[src/mpbp_pkg.sv]
// Shared types, constants and controller encodings for the Mandelbrot pixel bit packer.
package mpbp_pkg;

    localparam int ITERATIONS = 50;
    localparam int ITER_W     = $clog2(ITERATIONS + 1);

    localparam int COORD_W = 12;
    localparam int SIZE_W  = 13;
    localparam int STEP_W  = 30;
    localparam int Q_W     = 32;
    localparam int PROD_W  = 64;
    localparam int WIDE_W  = 44;
    localparam int CPROD_W = COORD_W + STEP_W;
    localparam int FRAC_BITS = 28;
    localparam int CFG_IDX_W  = 2;
    localparam int CFG_DATA_W = 30;

    localparam logic signed [WIDE_W-1:0] OFFSET_RE = WIDE_W'(402653184);
    localparam logic signed [WIDE_W-1:0] OFFSET_IM = WIDE_W'(268435456);
    localparam logic [PROD_W-1:0] ESCAPE_LIMIT = PROD_W'(4) << 56;

    localparam logic [SIZE_W-1:0] IMAGE_SIZE_RESET = SIZE_W'(256);
    localparam logic [STEP_W-1:0] STEP_SIZE_RESET  = STEP_W'(2097152);
    localparam logic [2:0]        BIT_POS_FIRST    = 3'd7;

    localparam logic [CFG_IDX_W-1:0] CFG_IMAGE_SIZE = 2'd0;
    localparam logic [CFG_IDX_W-1:0] CFG_STEP_SIZE  = 2'd1;

    typedef struct packed {
        logic [COORD_W-1:0] pixel_x;
        logic [COORD_W-1:0] pixel_y;
    } pixel_in_t;

    typedef struct packed {
        logic [7:0] packed_byte;
        logic       row_end;
    } byte_out_t;

    typedef enum logic [2:0] {
        ST_IDLE,
        ST_SETUP,
        ST_MUL,
        ST_ADD,
        ST_PACK
    } state_t;

    typedef struct packed {
        logic load_pixel;
        logic setup;
        logic mul;
        logic add;
        logic pack;
    } dp_cmd_t;

    typedef struct packed {
        logic escaped;
        logic iter_done;
        logic emit_needed;
        logic out_busy;
    } dp_status_t;

endpackage

[src/mpbp_ctrl.sv]
// Sequencer for one pixel: setup, square/update iterations, then bit packing.
module mpbp_ctrl (
    input  logic                aclk,
    input  logic                aresetn,
    input  logic                s_valid,
    output logic                s_ready,
    output mpbp_pkg::dp_cmd_t   cmd,
    input  mpbp_pkg::dp_status_t status
);

    mpbp_pkg::state_t state_reg, state_next;

    always_ff @(posedge aclk) begin
        if (!aresetn) begin
            state_reg <= mpbp_pkg::ST_IDLE;
        end else begin
            state_reg <= state_next;
        end
    end

    always_comb begin
        state_next = state_reg;
        case (state_reg)
            mpbp_pkg::ST_IDLE: begin
                if (s_valid) state_next = mpbp_pkg::ST_SETUP;
            end
            mpbp_pkg::ST_SETUP: state_next = mpbp_pkg::ST_MUL;
            mpbp_pkg::ST_MUL:   state_next = mpbp_pkg::ST_ADD;
            mpbp_pkg::ST_ADD: begin
                if (status.escaped || status.iter_done) state_next = mpbp_pkg::ST_PACK;
                else state_next = mpbp_pkg::ST_MUL;
            end
            mpbp_pkg::ST_PACK: begin
                if (!(status.emit_needed && status.out_busy)) state_next = mpbp_pkg::ST_IDLE;
            end
            default: state_next = mpbp_pkg::ST_IDLE;
        endcase
    end

    always_comb begin
        cmd     = '0;
        s_ready = 1'b0;
        case (state_reg)
            mpbp_pkg::ST_IDLE: begin
                s_ready        = 1'b1;
                cmd.load_pixel = s_valid;
            end
            mpbp_pkg::ST_SETUP: cmd.setup = 1'b1;
            mpbp_pkg::ST_MUL:   cmd.mul   = 1'b1;
            mpbp_pkg::ST_ADD:   cmd.add   = 1'b1;
            mpbp_pkg::ST_PACK: begin
                // hold while a byte that is due would overwrite an untaken one
                cmd.pack = !(status.emit_needed && status.out_busy);
            end
            default: cmd = '0;
        endcase
    end

endmodule

[config.mk]
export PLATFORM = sky130hd
export DESIGN_NAME = mpbp_ctrl
export DESIGN_NICKNAME = d
export VERILOG_FILES = /design/src/mpbp_pkg.sv /design/src/mpbp_ctrl.sv
export SDC_FILE = /design/constraint.sdc
export NUM_CORES = 1
export LEC_CHECK = 0
export ABC_AREA = 1
export ABC_CLOCK_PERIOD_IN_PS = 930
export BUFFER_PORTS_ARGS = -buffer_cell sky130_fd_sc_hd__buf_2
export CORE_AREA = 5 5 42 44
export CTS_CLUSTER_SIZE = 12
export DETAILED_ROUTE_END_ITERATION = 10
export DIE_AREA = 0 0 47 49
export PLACE_DENSITY = 0.39
export SLEW_MARGIN = 5
export SYNTH_ARGS = -nofsm -noshare
export SYNTH_HDL_FRONTEND = slang
export SYNTH_SLANG_ARGS = --single-unit
[constraint.sdc]
create_clock -name aclk -period 0.93 [get_ports aclk]
set_clock_uncertainty 0.1 [all_clocks]
set_input_delay 0.093 -clock aclk [delete_from_list [all_inputs] [get_ports aclk]]
set_output_delay 0.093 -clock aclk [all_outputs]
set_load 0.02 [all_outputs]
==> flow_metrics.tcl, run 1 <==
set metrics [dict create \
    grt_setup_unrepaired "true" \
    grt_pass1_vias 232 \
    hold_path.class "input pin to register" \
    final_cell_area_um2 416.7 \
    die-area_um2 2303 \
    route.final.wire_length_um 553 \
    numClockSinks 3 \
    cpPeakStageDelay_ns 0.35 \
    slew_headroom 0.8790 \
    critPathRequiredTime_ns 0.74 \
    combPwrFrac 0.338 \
    vias_per_cell 3.824 \
    path_delay_family "flip-flops" \
    crit_chain "buf_12 > nor3_2 > buf_4" \
    critical_path.max_fanout 4 \
    detailedRoute.firstIterationViolations 1 \
    netlist-cell-type-count 13 \
    multiInputGateArea_um2 147.6 \
    power.density_cell_area_nw_per_um2 1459 \
    tritoncts.num_buffers 3 \
    p_leak_nw 0.2028 \
    post_layout_nonfiller_instances 68 \
    floorplan.die.height_um 49 \
    fin_hold_ws_ns 0.008112 \
    layout.filler_cells 167 \
    grt_overflow_total 0 \
    failing_checks "negative setup slack" \
    timing.critical_path.arrival_ns 1.04 \
    num_antenna_cells 0 \
    most_frequent_cells_in_the_layout "7 x sky130_fd_sc_hd__inv_1, 6 x sky130_fd_sc_hd__buf_2, 5 x sky130_fd_sc_hd__nand2_1" \
    final.period_utilization 1.324 \
    max-clock-path-buffers 2 \
    netlist_area_um2 201.4 \
    cts_tree "done" \
    detail-route-antenna-nets 0 \
    detailed_place.area_um2 350.3 \
    grt_first_pass_wirelength_um 924 \
    syn_area_per_cell_um2 5.925 \
    final-seq-area_um2 71.32 \
    ioPinCount 13 \
    cp_capture_type "primary output" \
    syn-num-nets 41 \
    timing.critical_path.slowest_stage_cell "sky130_fd_sc_hd__dfxtp_4" \
    drt-pass1-iter-count 2 \
    fp-row-count 14 \
    nNetsFinal 60 \
    power_frac_seq 0.281 \
    p_sw_mw 0.2098 \
    crit_type "register to primary output" \
    synthSimpleGateAreaFrac 0.4224 \
    number_of_antenna_violations_at_the_first_check_in_global_routing 0 \
    compound_cell_area_share_of_the_yosys_netlist 0.09317 \
    gp_congestion 0.6444 \
    report.final.setup_viol 6 \
    post_synth_mux_area_share 0 \
    synth.yosys.warnings 0 \
    max_cap_viol_count 0 \
    initial_core_util 0.1437 \
    ys_seq_area_frac 0.2981 \
    fin_ws_ns -0.3010 \
    portBuffers 12 \
    synth_top_family_by_area "simple AND/OR/NAND/NOR gates" \
    max_freq_mhz 812.3 \
    intPower_mw 0.3980 \
    worst_skew_pair.late_latency_ns 0.24 \
    net_sw_frac 0.3452 \
    drive_gt1_frac 0.6154 \
    root_buffer "sky130_fd_sc_hd__clkbuf_4" \
    synth.ff_latch_count 3 \
    placeableCoreArea_um2 1401 \
    post-place-cells 64 \
    layout.cells.most_common "sky130_fd_sc_hd__inv_1" \
    adder_cell_share_of_the_synthesized_area 0 \
    pre_cts_slack_ns -0.09690 \
    final_max_slew_viols 0 \
    final_hold_viol_count 0 \
    synth_xor_area_frac 0 \
    routedWlPerCell_um 8.132 \
    ctsHtreeMaxLevel 1 \
    grt_max_degree 8 \
    cp_num_buf_inv 2 \
    timing.final.crit_period_ns 1.231 \
    worst-slew-pin-transition_ns 0.1802 \
    clkSlewWorstSetupHoldPaths_ns 0.04 \
    post_cts_buffers 0 \
    remaining_drc_errors 0 \
    share_clk_of_total_power 0.381 \
    synthToLayoutAreaGrowth_pct 106.8 \
    postSynthCellCount 34 \
    detailedPlacementHpwl_um 454.2 \
    vdd.ir_drop.worst_mv 0.6322 \
    postCtsHoldBufs 0 \
    run_status "complete, but fails checks" \
    grtUsageTotal 0.05977 \
    die_width_um 47 \
    number_of_flip_flops_under_the_largest_register_name 3 \
    crit_path_start_kind "register" \
    vias 260 \
]
## tightest hold or removal path, cell delays in order
cell and delay, ns:
sky130_fd_sc_hd__buf_2 0.10, sky130_fd_sc_hd__nand3_1 0.08, sky130_fd_sc_hd__nor2_1 0.04
## layer usage
metal | track usage | wire (um) | up-vias
met5 | 0 | 0 | -
met4 | 0.02765 | 12 | 0
met3 | 0.05535 | 86 | 2
met2 | 0.06109 | 218 | 14
met1 | 0.08096 | 235 | 106
li1 | - | - | 138
## logic make-up (layout without fill, tap and decap cells)
group                  Yosys count  count (layout)
AO/OA/AOI/OAI                    3               3
AND/OR/NAND/NOR                 18              18
flip-flops                       3               3
buffers and inverters           10              28
## what timing repair did
item | in CTS | in global routing
gates resized for setup | 10 | 5
pin swaps | 1 | 0
endpoints found under the setup margin | 6 | 9
## final cells by class
cell class | count | area share
Clock buffer | 4 | 0.06306
Inverter | 10 | 0.09009
Multi-Input combinational cell | 21 | 0.3544
Sequential cell | 3 | 0.1712
Tap cell | 16 | 0.04805
Timing Repair Buffer | 14 | 0.2733
## Yosys cell counts
| master | n | share of area |
|---|---|---|
| sky130_fd_sc_hd__a21oi_1 | 1 | 0.025 |
| sky130_fd_sc_hd__a21oi_2 | 1 | 0.043 |
| sky130_fd_sc_hd__clkinv_1 | 1 | 0.019 |
| sky130_fd_sc_hd__dfxtp_1 | 3 | 0.30 |
| sky130_fd_sc_hd__inv_1 | 9 | 0.17 |
| sky130_fd_sc_hd__nand2_1 | 6 | 0.11 |
| sky130_fd_sc_hd__nand2_2 | 1 | 0.031 |
| sky130_fd_sc_hd__nand3_1 | 3 | 0.075 |
| sky130_fd_sc_hd__nor2_1 | 5 | 0.093 |
| sky130_fd_sc_hd__nor2_4 | 1 | 0.056 |
| sky130_fd_sc_hd__nor3_1 | 1 | 0.025 |
| sky130_fd_sc_hd__nor4_1 | 1 | 0.031 |
| sky130_fd_sc_hd__o21ai_0 | 1 | 0.025 |
## power by group through the flow
stage	Clock [mW]	Sequential [mW]	Combinational, mW
global placement	0	0.173	0.170
CTS	0.244	0.173	0.194
finish	0.232	0.171	0.206
detailed placement	0	0.172	0.169
floorplan	0	0.169	0.115
global route	0.255	0.174	0.225
## path summary, 6_finish.rpt
| path | from | to | slack [ns] | depth (start not counted) |
|---|---|---|---|---|
| setup / recovery | state_reg[2]$_SDFFE_PN0P_ | cmd[3] | -0.30 | 3 |
| hold / removal | aresetn | state_reg[0]$_SDFFE_PN0P_ | 0.008 | 3 |
| setup reg to reg | state_reg[2]$_SDFFE_PN0P_ | state_reg[2]$_SDFFE_PN0P_ | 0 | 4 |
| hold reg to reg | state_reg[0]$_SDFFE_PN0P_ | state_reg[0]$_SDFFE_PN0P_ | 0.38 | 1 |
## per-stage QoR
stage	setup TNS, ns	util	total power, mW
after floorplan	-0.03943	-	0.2837
final	-1.579	0.2973	0.6079
after CTS	-1.633	0.2884	0.6108
after detailed placement	-0.3202	0.2500	0.3413
after global routing	-2.046	0.2973	0.6544
after global placement	-0.3063	0.2500	0.3433
No activity file was read; power rests on OpenSTA's default activity.
==> run 2: changes to the inputs <==
HOLD_SLACK_MARGIN = 0.06   (was unset)
==> run 2 against run 1 <==
The run still ends with negative setup slack left. Routed wire length grew 0.36%. Via count grew 1.5%. Largest cell class unchanged. Worst setup slack is the same. Clock power is essentially flat. Die area is the same. First-iteration DRC count is the same.
==> flow_metrics.tcl, run 2 (same netlist as run 1, synthesis figures left out) <==
set metrics [dict create \
    grt_setup_unrepaired "true" \
    die_width_um 47 \
    timing.critical_path.arrival_ns 1.04 \
    routedWlPerCell_um 8.043 \
    detailed_place.area_um2 350.3 \
    gp_congestion 0.6444 \
    worst_hold_path.endpoint "state_reg[1]$_SDFFE_PN0P_" \
    net_sw_frac 0.3441 \
    slew_headroom 0.8790 \
    post_cts_buffers 0 \
    grt_pass1_vias 232 \
    p_leak_nw 0.2070 \
    detail-route-antenna-nets 0 \
    number_of_flip_flops_under_the_largest_register_name 3 \
    ctsHtreeMaxLevel 1 \
    vias_per_cell 3.826 \
    post_layout_nonfiller_instances 69 \
    share_clk_of_total_power 0.379 \
    hold_path_depth 4 \
    grtUsageTotal 0.05977 \
    run_status "complete, but fails checks" \
    power_frac_seq 0.279 \
    hold_path.class "input pin to register" \
    max-clock-path-buffers 2 \
    remaining_drc_errors 0 \
    drt-pass1-iter-count 2 \
    num_antenna_cells 0 \
    hold_start "status[3]" \
    detailedPlacementHpwl_um 454.2 \
    fin_hold_ws_ns 0.07601 \
    cts_tree "done" \
    tritoncts.num_buffers 3 \
    power.density_cell_area_nw_per_um2 1432 \
    grt_max_degree 8 \
    critPathRequiredTime_ns 0.74 \
    floorplan.die.height_um 49 \
    combPwrFrac 0.342 \
    initial_core_util 0.1437 \
    layout.cells.most_common "sky130_fd_sc_hd__inv_1" \
    crit_type "register to primary output" \
    worst-r2r-cell-count 4 \
    vdd.ir_drop.worst_mv 0.6325 \
    intPower_mw 0.4007 \
    numClockSinks 3 \
    portBuffers 12 \
    root_buffer "sky130_fd_sc_hd__clkbuf_4" \
    drive_gt1_frac 0.6038 \
    fin_setup_tns_ns -1.579 \
    clkSlewWorstSetupHoldPaths_ns 0.03 \
    design_power_total_mw 0.6110 \
    report.final.setup_viol 6 \
    post-place-cells 64 \
    regToRegEndpoint "state_reg[2]$_SDFFE_PN0P_" \
    layout.filler_cells 166 \
    die-area_um2 2303 \
    worst-slew-pin-transition_ns 0.1802 \
    failing_checks "negative setup slack" \
    worst_skew_pair.late_latency_ns 0.24 \
    final_cell_area_um2 426.7 \
    fp-row-count 14 \
    p_sw_mw 0.2102 \
    most_frequent_cells_in_the_layout "7 x sky130_fd_sc_hd__inv_1, 6 x sky130_fd_sc_hd__buf_2, 5 x sky130_fd_sc_hd__nand2_1" \
    ff2ff_setup_slack_ns 0 \
    grt_overflow_total 0 \
    nNetsFinal 61 \
    route.final.wire_length_um 555 \
    cp_capture_type "primary output" \
    grt_first_pass_wirelength_um 924 \
    final.period_utilization 1.324 \
    detailedRoute.firstIterationViolations 1 \
    fin_ws_ns -0.3010 \
    vias 264 \
    max_freq_mhz 812.3 \
    placeableCoreArea_um2 1401 \
    final_hold_viol_count 0 \
    number_of_antenna_violations_at_the_first_check_in_global_routing 0 \
    max_cap_viol_count 0 \
    critical_path.max_fanout 4 \
    synthToLayoutAreaGrowth_pct 111.8 \
    timing.final.crit_period_ns 1.231 \
    final_max_slew_viols 0 \
    crit_path_start_kind "register" \
    r2r_start "state_reg[2]$_SDFFE_PN0P_" \
    ioPinCount 13 \
]
[run 2: repair_timing]
action                                  CTS  global route
pin swaps                                 1             0
hold buffers                              1             0
gates resized for setup                  10             5
hold endpoints to repair                  3             0
endpoints found under the setup margin    6             9
[run 2: worst max path at each step]
stage / slack, ns / from / to / depth (start not counted)
floorplan: -0.03 / state_reg[0]$_SDFFE_PN0P_ / state_reg[2]$_SDFFE_PN0P_ / 4
global placement: -0.08 / state_reg[2]$_SDFFE_PN0P_ / cmd[4] / 4
detailed placement: -0.1 / state_reg[0]$_SDFFE_PN0P_ / cmd[4] / 4
CTS: -0.32 / state_reg[0]$_SDFFE_PN0P_ / cmd[0] / 2
global route: -0.35 / state_reg[0]$_SDFFE_PN0P_ / cmd[0] / 2
finish: -0.30 / state_reg[2]$_SDFFE_PN0P_ / cmd[3] / 3
[run 2: per-layer routing]
layer,share of wire,wire length [um],global-route usage
met1,0.43,238,0.08096
met2,0.39,218,0.06109
met3,0.15,86,0.05535
met4,0.022,12,0.02765
met5,0,0,0
[run 2: metrics by stage]
| step | setup slack [ns] | utilization |
|---|---|---|
| global route | -0.3504 | 0.3045 |
| detailed placement | -0.09690 | 0.2500 |
| floorplan | -0.02770 | - |
| finish | -0.3010 | 0.3045 |
| global placement | -0.08385 | 0.2500 |
| CTS | -0.3166 | 0.2955 |
[run 2: cell type report]
cell class	count	area [um^2]	area share
Clock buffer	4	26.28	0.06158
Timing Repair Buffer	15	123.9	0.2903
Tap cell	16	20.02	0.04692
Inverter	10	37.54	0.08798
Sequential cell	3	71.32	0.1672
Multi-Input combinational cell	21	147.6	0.3460
[run 2: power groups by stage]
stage / registers [mW] / logic [mW] / clock network [mW]
floorplan: 0.169 / 0.115 / 0
global placement: 0.173 / 0.170 / 0
detailed placement: 0.172 / 0.169 / 0
CTS: 0.173 / 0.197 / 0.244
global route: 0.174 / 0.229 / 0.255
finish: 0.171 / 0.209 / 0.232
[run 2: critical path, cell delays in order (launching register included)]
cell and delay, ns:
sky130_fd_sc_hd__dfxtp_4 0.35, sky130_fd_sc_hd__buf_12 0.13, sky130_fd_sc_hd__nor3_2 0.16, sky130_fd_sc_hd__buf_4 0.16
==> run 3: changes to the inputs <==
==> constraint.sdc (replaced) <==
create_clock -name aclk -period 0.93 [get_ports aclk]
set_clock_uncertainty 0.1 [all_clocks]
set_input_delay 0.0465 -clock aclk [delete_from_list [all_inputs] [get_ports aclk]]
set_output_delay 0.0465 -clock aclk [all_outputs]
set_load 0.02 [all_outputs]
==> run 3 against run 2 <==
The run still ends with negative setup slack left. Largest power group is now combinational cells. Non-clock buffer count rose by 2. Power grew 2.8%. Routed wire length fell by 1.6%. Highest routed layer is now met3. Combinational power increased by 9%. Register-to-register slack worse by 0.04 ns. Critical endpoint unchanged. Clock power down 2%. Largest cell class unchanged.
==> flow_metrics.tcl, run 3 (same netlist as run 1, synthesis figures left out) <==
set metrics [dict create \
    nNetsFinal 63 \
    fin_ws_ns -0.2400 \
    fin_setup_tns_ns -1.426 \
    number_of_flip_flops_under_the_largest_register_name 3 \
    critical_path.max_fanout 5 \
    worst-slew-pin-transition_ns 0.1752 \
    crit_path_start_kind "register" \
    detailedPlacementHpwl_um 456.6 \
    final.period_utilization 1.258 \
    run_status "complete, but fails checks" \
    portBuffers 12 \
    grt_first_pass_wirelength_um 986 \
    report.final.setup_viol 8 \
    routedWlPerCell_um 7.690 \
    number_of_antenna_violations_at_the_first_check_in_global_routing 0 \
    timing.critical_path.arrival_ns 1.02 \
    vdd.ir_drop.worst_mv 0.6180 \
    synthToLayoutAreaGrowth_pct 120.5 \
    max-clock-path-buffers 2 \
    layout.filler_cells 168 \
    remaining_drc_errors 0 \
    worstSetupPathDepth 4 \
    cts_tree "done" \
    floorplan.die.height_um 49 \
    vias 263 \
    timing.critical_path.slowest_stage_cell "sky130_fd_sc_hd__dfxtp_4" \
    die-area_um2 2303 \
    detail-route-antenna-nets 0 \
    tritoncts.num_buffers 3 \
    worst_skew_pair.late_latency_ns 0.23 \
    cp_num_buf_inv 3 \
    post_cts_buffers 0 \
    final_max_slew_viols 0 \
    power.density_cell_area_nw_per_um2 1415 \
    fp-row-count 14 \
    ctsHtreeMaxLevel 1 \
    drt-pass1-iter-count 2 \
    critPathRequiredTime_ns 0.78 \
    route.final.wire_length_um 546 \
    num_antenna_cells 0 \
    placeableCoreArea_um2 1401 \
    die_width_um 47 \
    hold_path.class "input pin to register" \
    path_delay_family "flip-flops" \
    most_frequent_cells_in_the_layout "6 x sky130_fd_sc_hd__inv_1, 6 x sky130_fd_sc_hd__buf_2, 5 x sky130_fd_sc_hd__buf_6" \
    timing.final.crit_period_ns 1.170 \
    max_cap_viol_count 0 \
    crit_chain "buf_6 > inv_2 > nor3_2 > buf_4" \
    crit_type "register to primary output" \
    initial_core_util 0.1437 \
    vias_per_cell 3.704 \
    root_buffer "sky130_fd_sc_hd__clkbuf_4" \
    ioPinCount 13 \
    grt_setup_unrepaired "true" \
    gp_congestion 0.6545 \
    slew_headroom 0.8823 \
    grtUsageTotal 0.06188 \
    setup.worst_path.end "cmd[3]" \
    regToRegEndpoint "state_reg[2]$_SDFFE_PN0P_" \
    cp_capture_type "primary output" \
    final_hold_viol_count 0 \
    pre_cts_slack_ns -0.1260 \
    drive_gt1_frac 0.6000 \
    grt_overflow_total 0 \
    p_leak_nw 0.2252 \
    clkSlewWorstSetupHoldPaths_ns 0.04 \
    design_power_total_mw 0.6284 \
    max_freq_mhz 854.7 \
    critPathLaunch "state_reg[0]$_SDFFE_PN0P_" \
    grt_pass1_vias 253 \
    r2r_start "state_reg[0]$_SDFFE_PN0P_" \
    failing_checks "negative setup slack" \
    numClockSinks 3 \
    detailedRoute.firstIterationViolations 4 \
    worst-r2r-cell-count 5 \
    cpPeakStageDelay_ns 0.38 \
    ff2ff_setup_slack_ns -0.04 \
    grt_max_degree 8 \
]
-- run 3: area by class of cell --
cell class	count	area, um^2	area share
Multi-Input combinational cell	21	152.6	0.3437
Clock buffer	4	26.28	0.05915
Tap cell	16	20.02	0.04507
Inverter	10	37.54	0.08451
Timing Repair Buffer	17	138.9	0.3127
Sequential cell	3	68.82	0.1549
-- run 3: per-layer routing --
metal,global-route usage,wire [um]
met1,0.07877,272
met4,0.04147,0
met2,0.07014,226
met3,0.04428,46
met5,0,0
-- run 3: power by group --
part	switching [mW]	internal (mW)	leakage (nW)
clock network	0.0661	0.161	0.0150
registers	0.0300	0.144	0.0264
logic	0.116	0.112	0.184
total	0.212	0.416	0.225
-- run 3: how the worst min path moves through the flow --
stage                     startpoint                   endpoint  cells after the start
after floorplan              aresetn  state_reg[0]$_SDFFE_PN0P_                      2
final                        s_valid  state_reg[0]$_SDFFE_PN0P_                      5
after detailed placement     aresetn  state_reg[0]$_SDFFE_PN0P_                      3
after CTS                    s_valid  state_reg[0]$_SDFFE_PN0P_                      5
after global routing         s_valid  state_reg[0]$_SDFFE_PN0P_                      5
after global placement       aresetn  state_reg[0]$_SDFFE_PN0P_                      3
-- run 3: tightest hold or removal path, stage by stage --
cell,delay (ns)
sky130_fd_sc_hd__buf_2,0.10
sky130_fd_sc_hd__clkinv_1,0.07
sky130_fd_sc_hd__nand3_1,0.08
sky130_fd_sc_hd__nand3_1,0.07
sky130_fd_sc_hd__nor2_1,0.04
-- run 3: stage by stage --
| step | utilization | cell area, um^2 | instances | hold WS [ns] |
|---|---|---|---|---|
| final | 0.3170 | 444.2 | 71 | 0.1109 |
| after global routing | 0.3170 | 444.2 | 71 | 0.1149 |
| after CTS | 0.3098 | 434.2 | 71 | 0.1060 |
| after detailed placement | 0.2375 | 332.8 | 64 | 0.2077 |
| after global placement | 0.2375 | 332.8 | 64 | 0.2084 |
| after floorplan | - | 237.7 | 34 | 0.07533 |
-- run 3: timing repair --
item	in CTS	in global routing
resized for setup	17	3
pin swaps	4	0
cloned	0	0
setup endpoints to repair	9	9
hold buffers	3	0
endpoints found under the hold margin	3	0
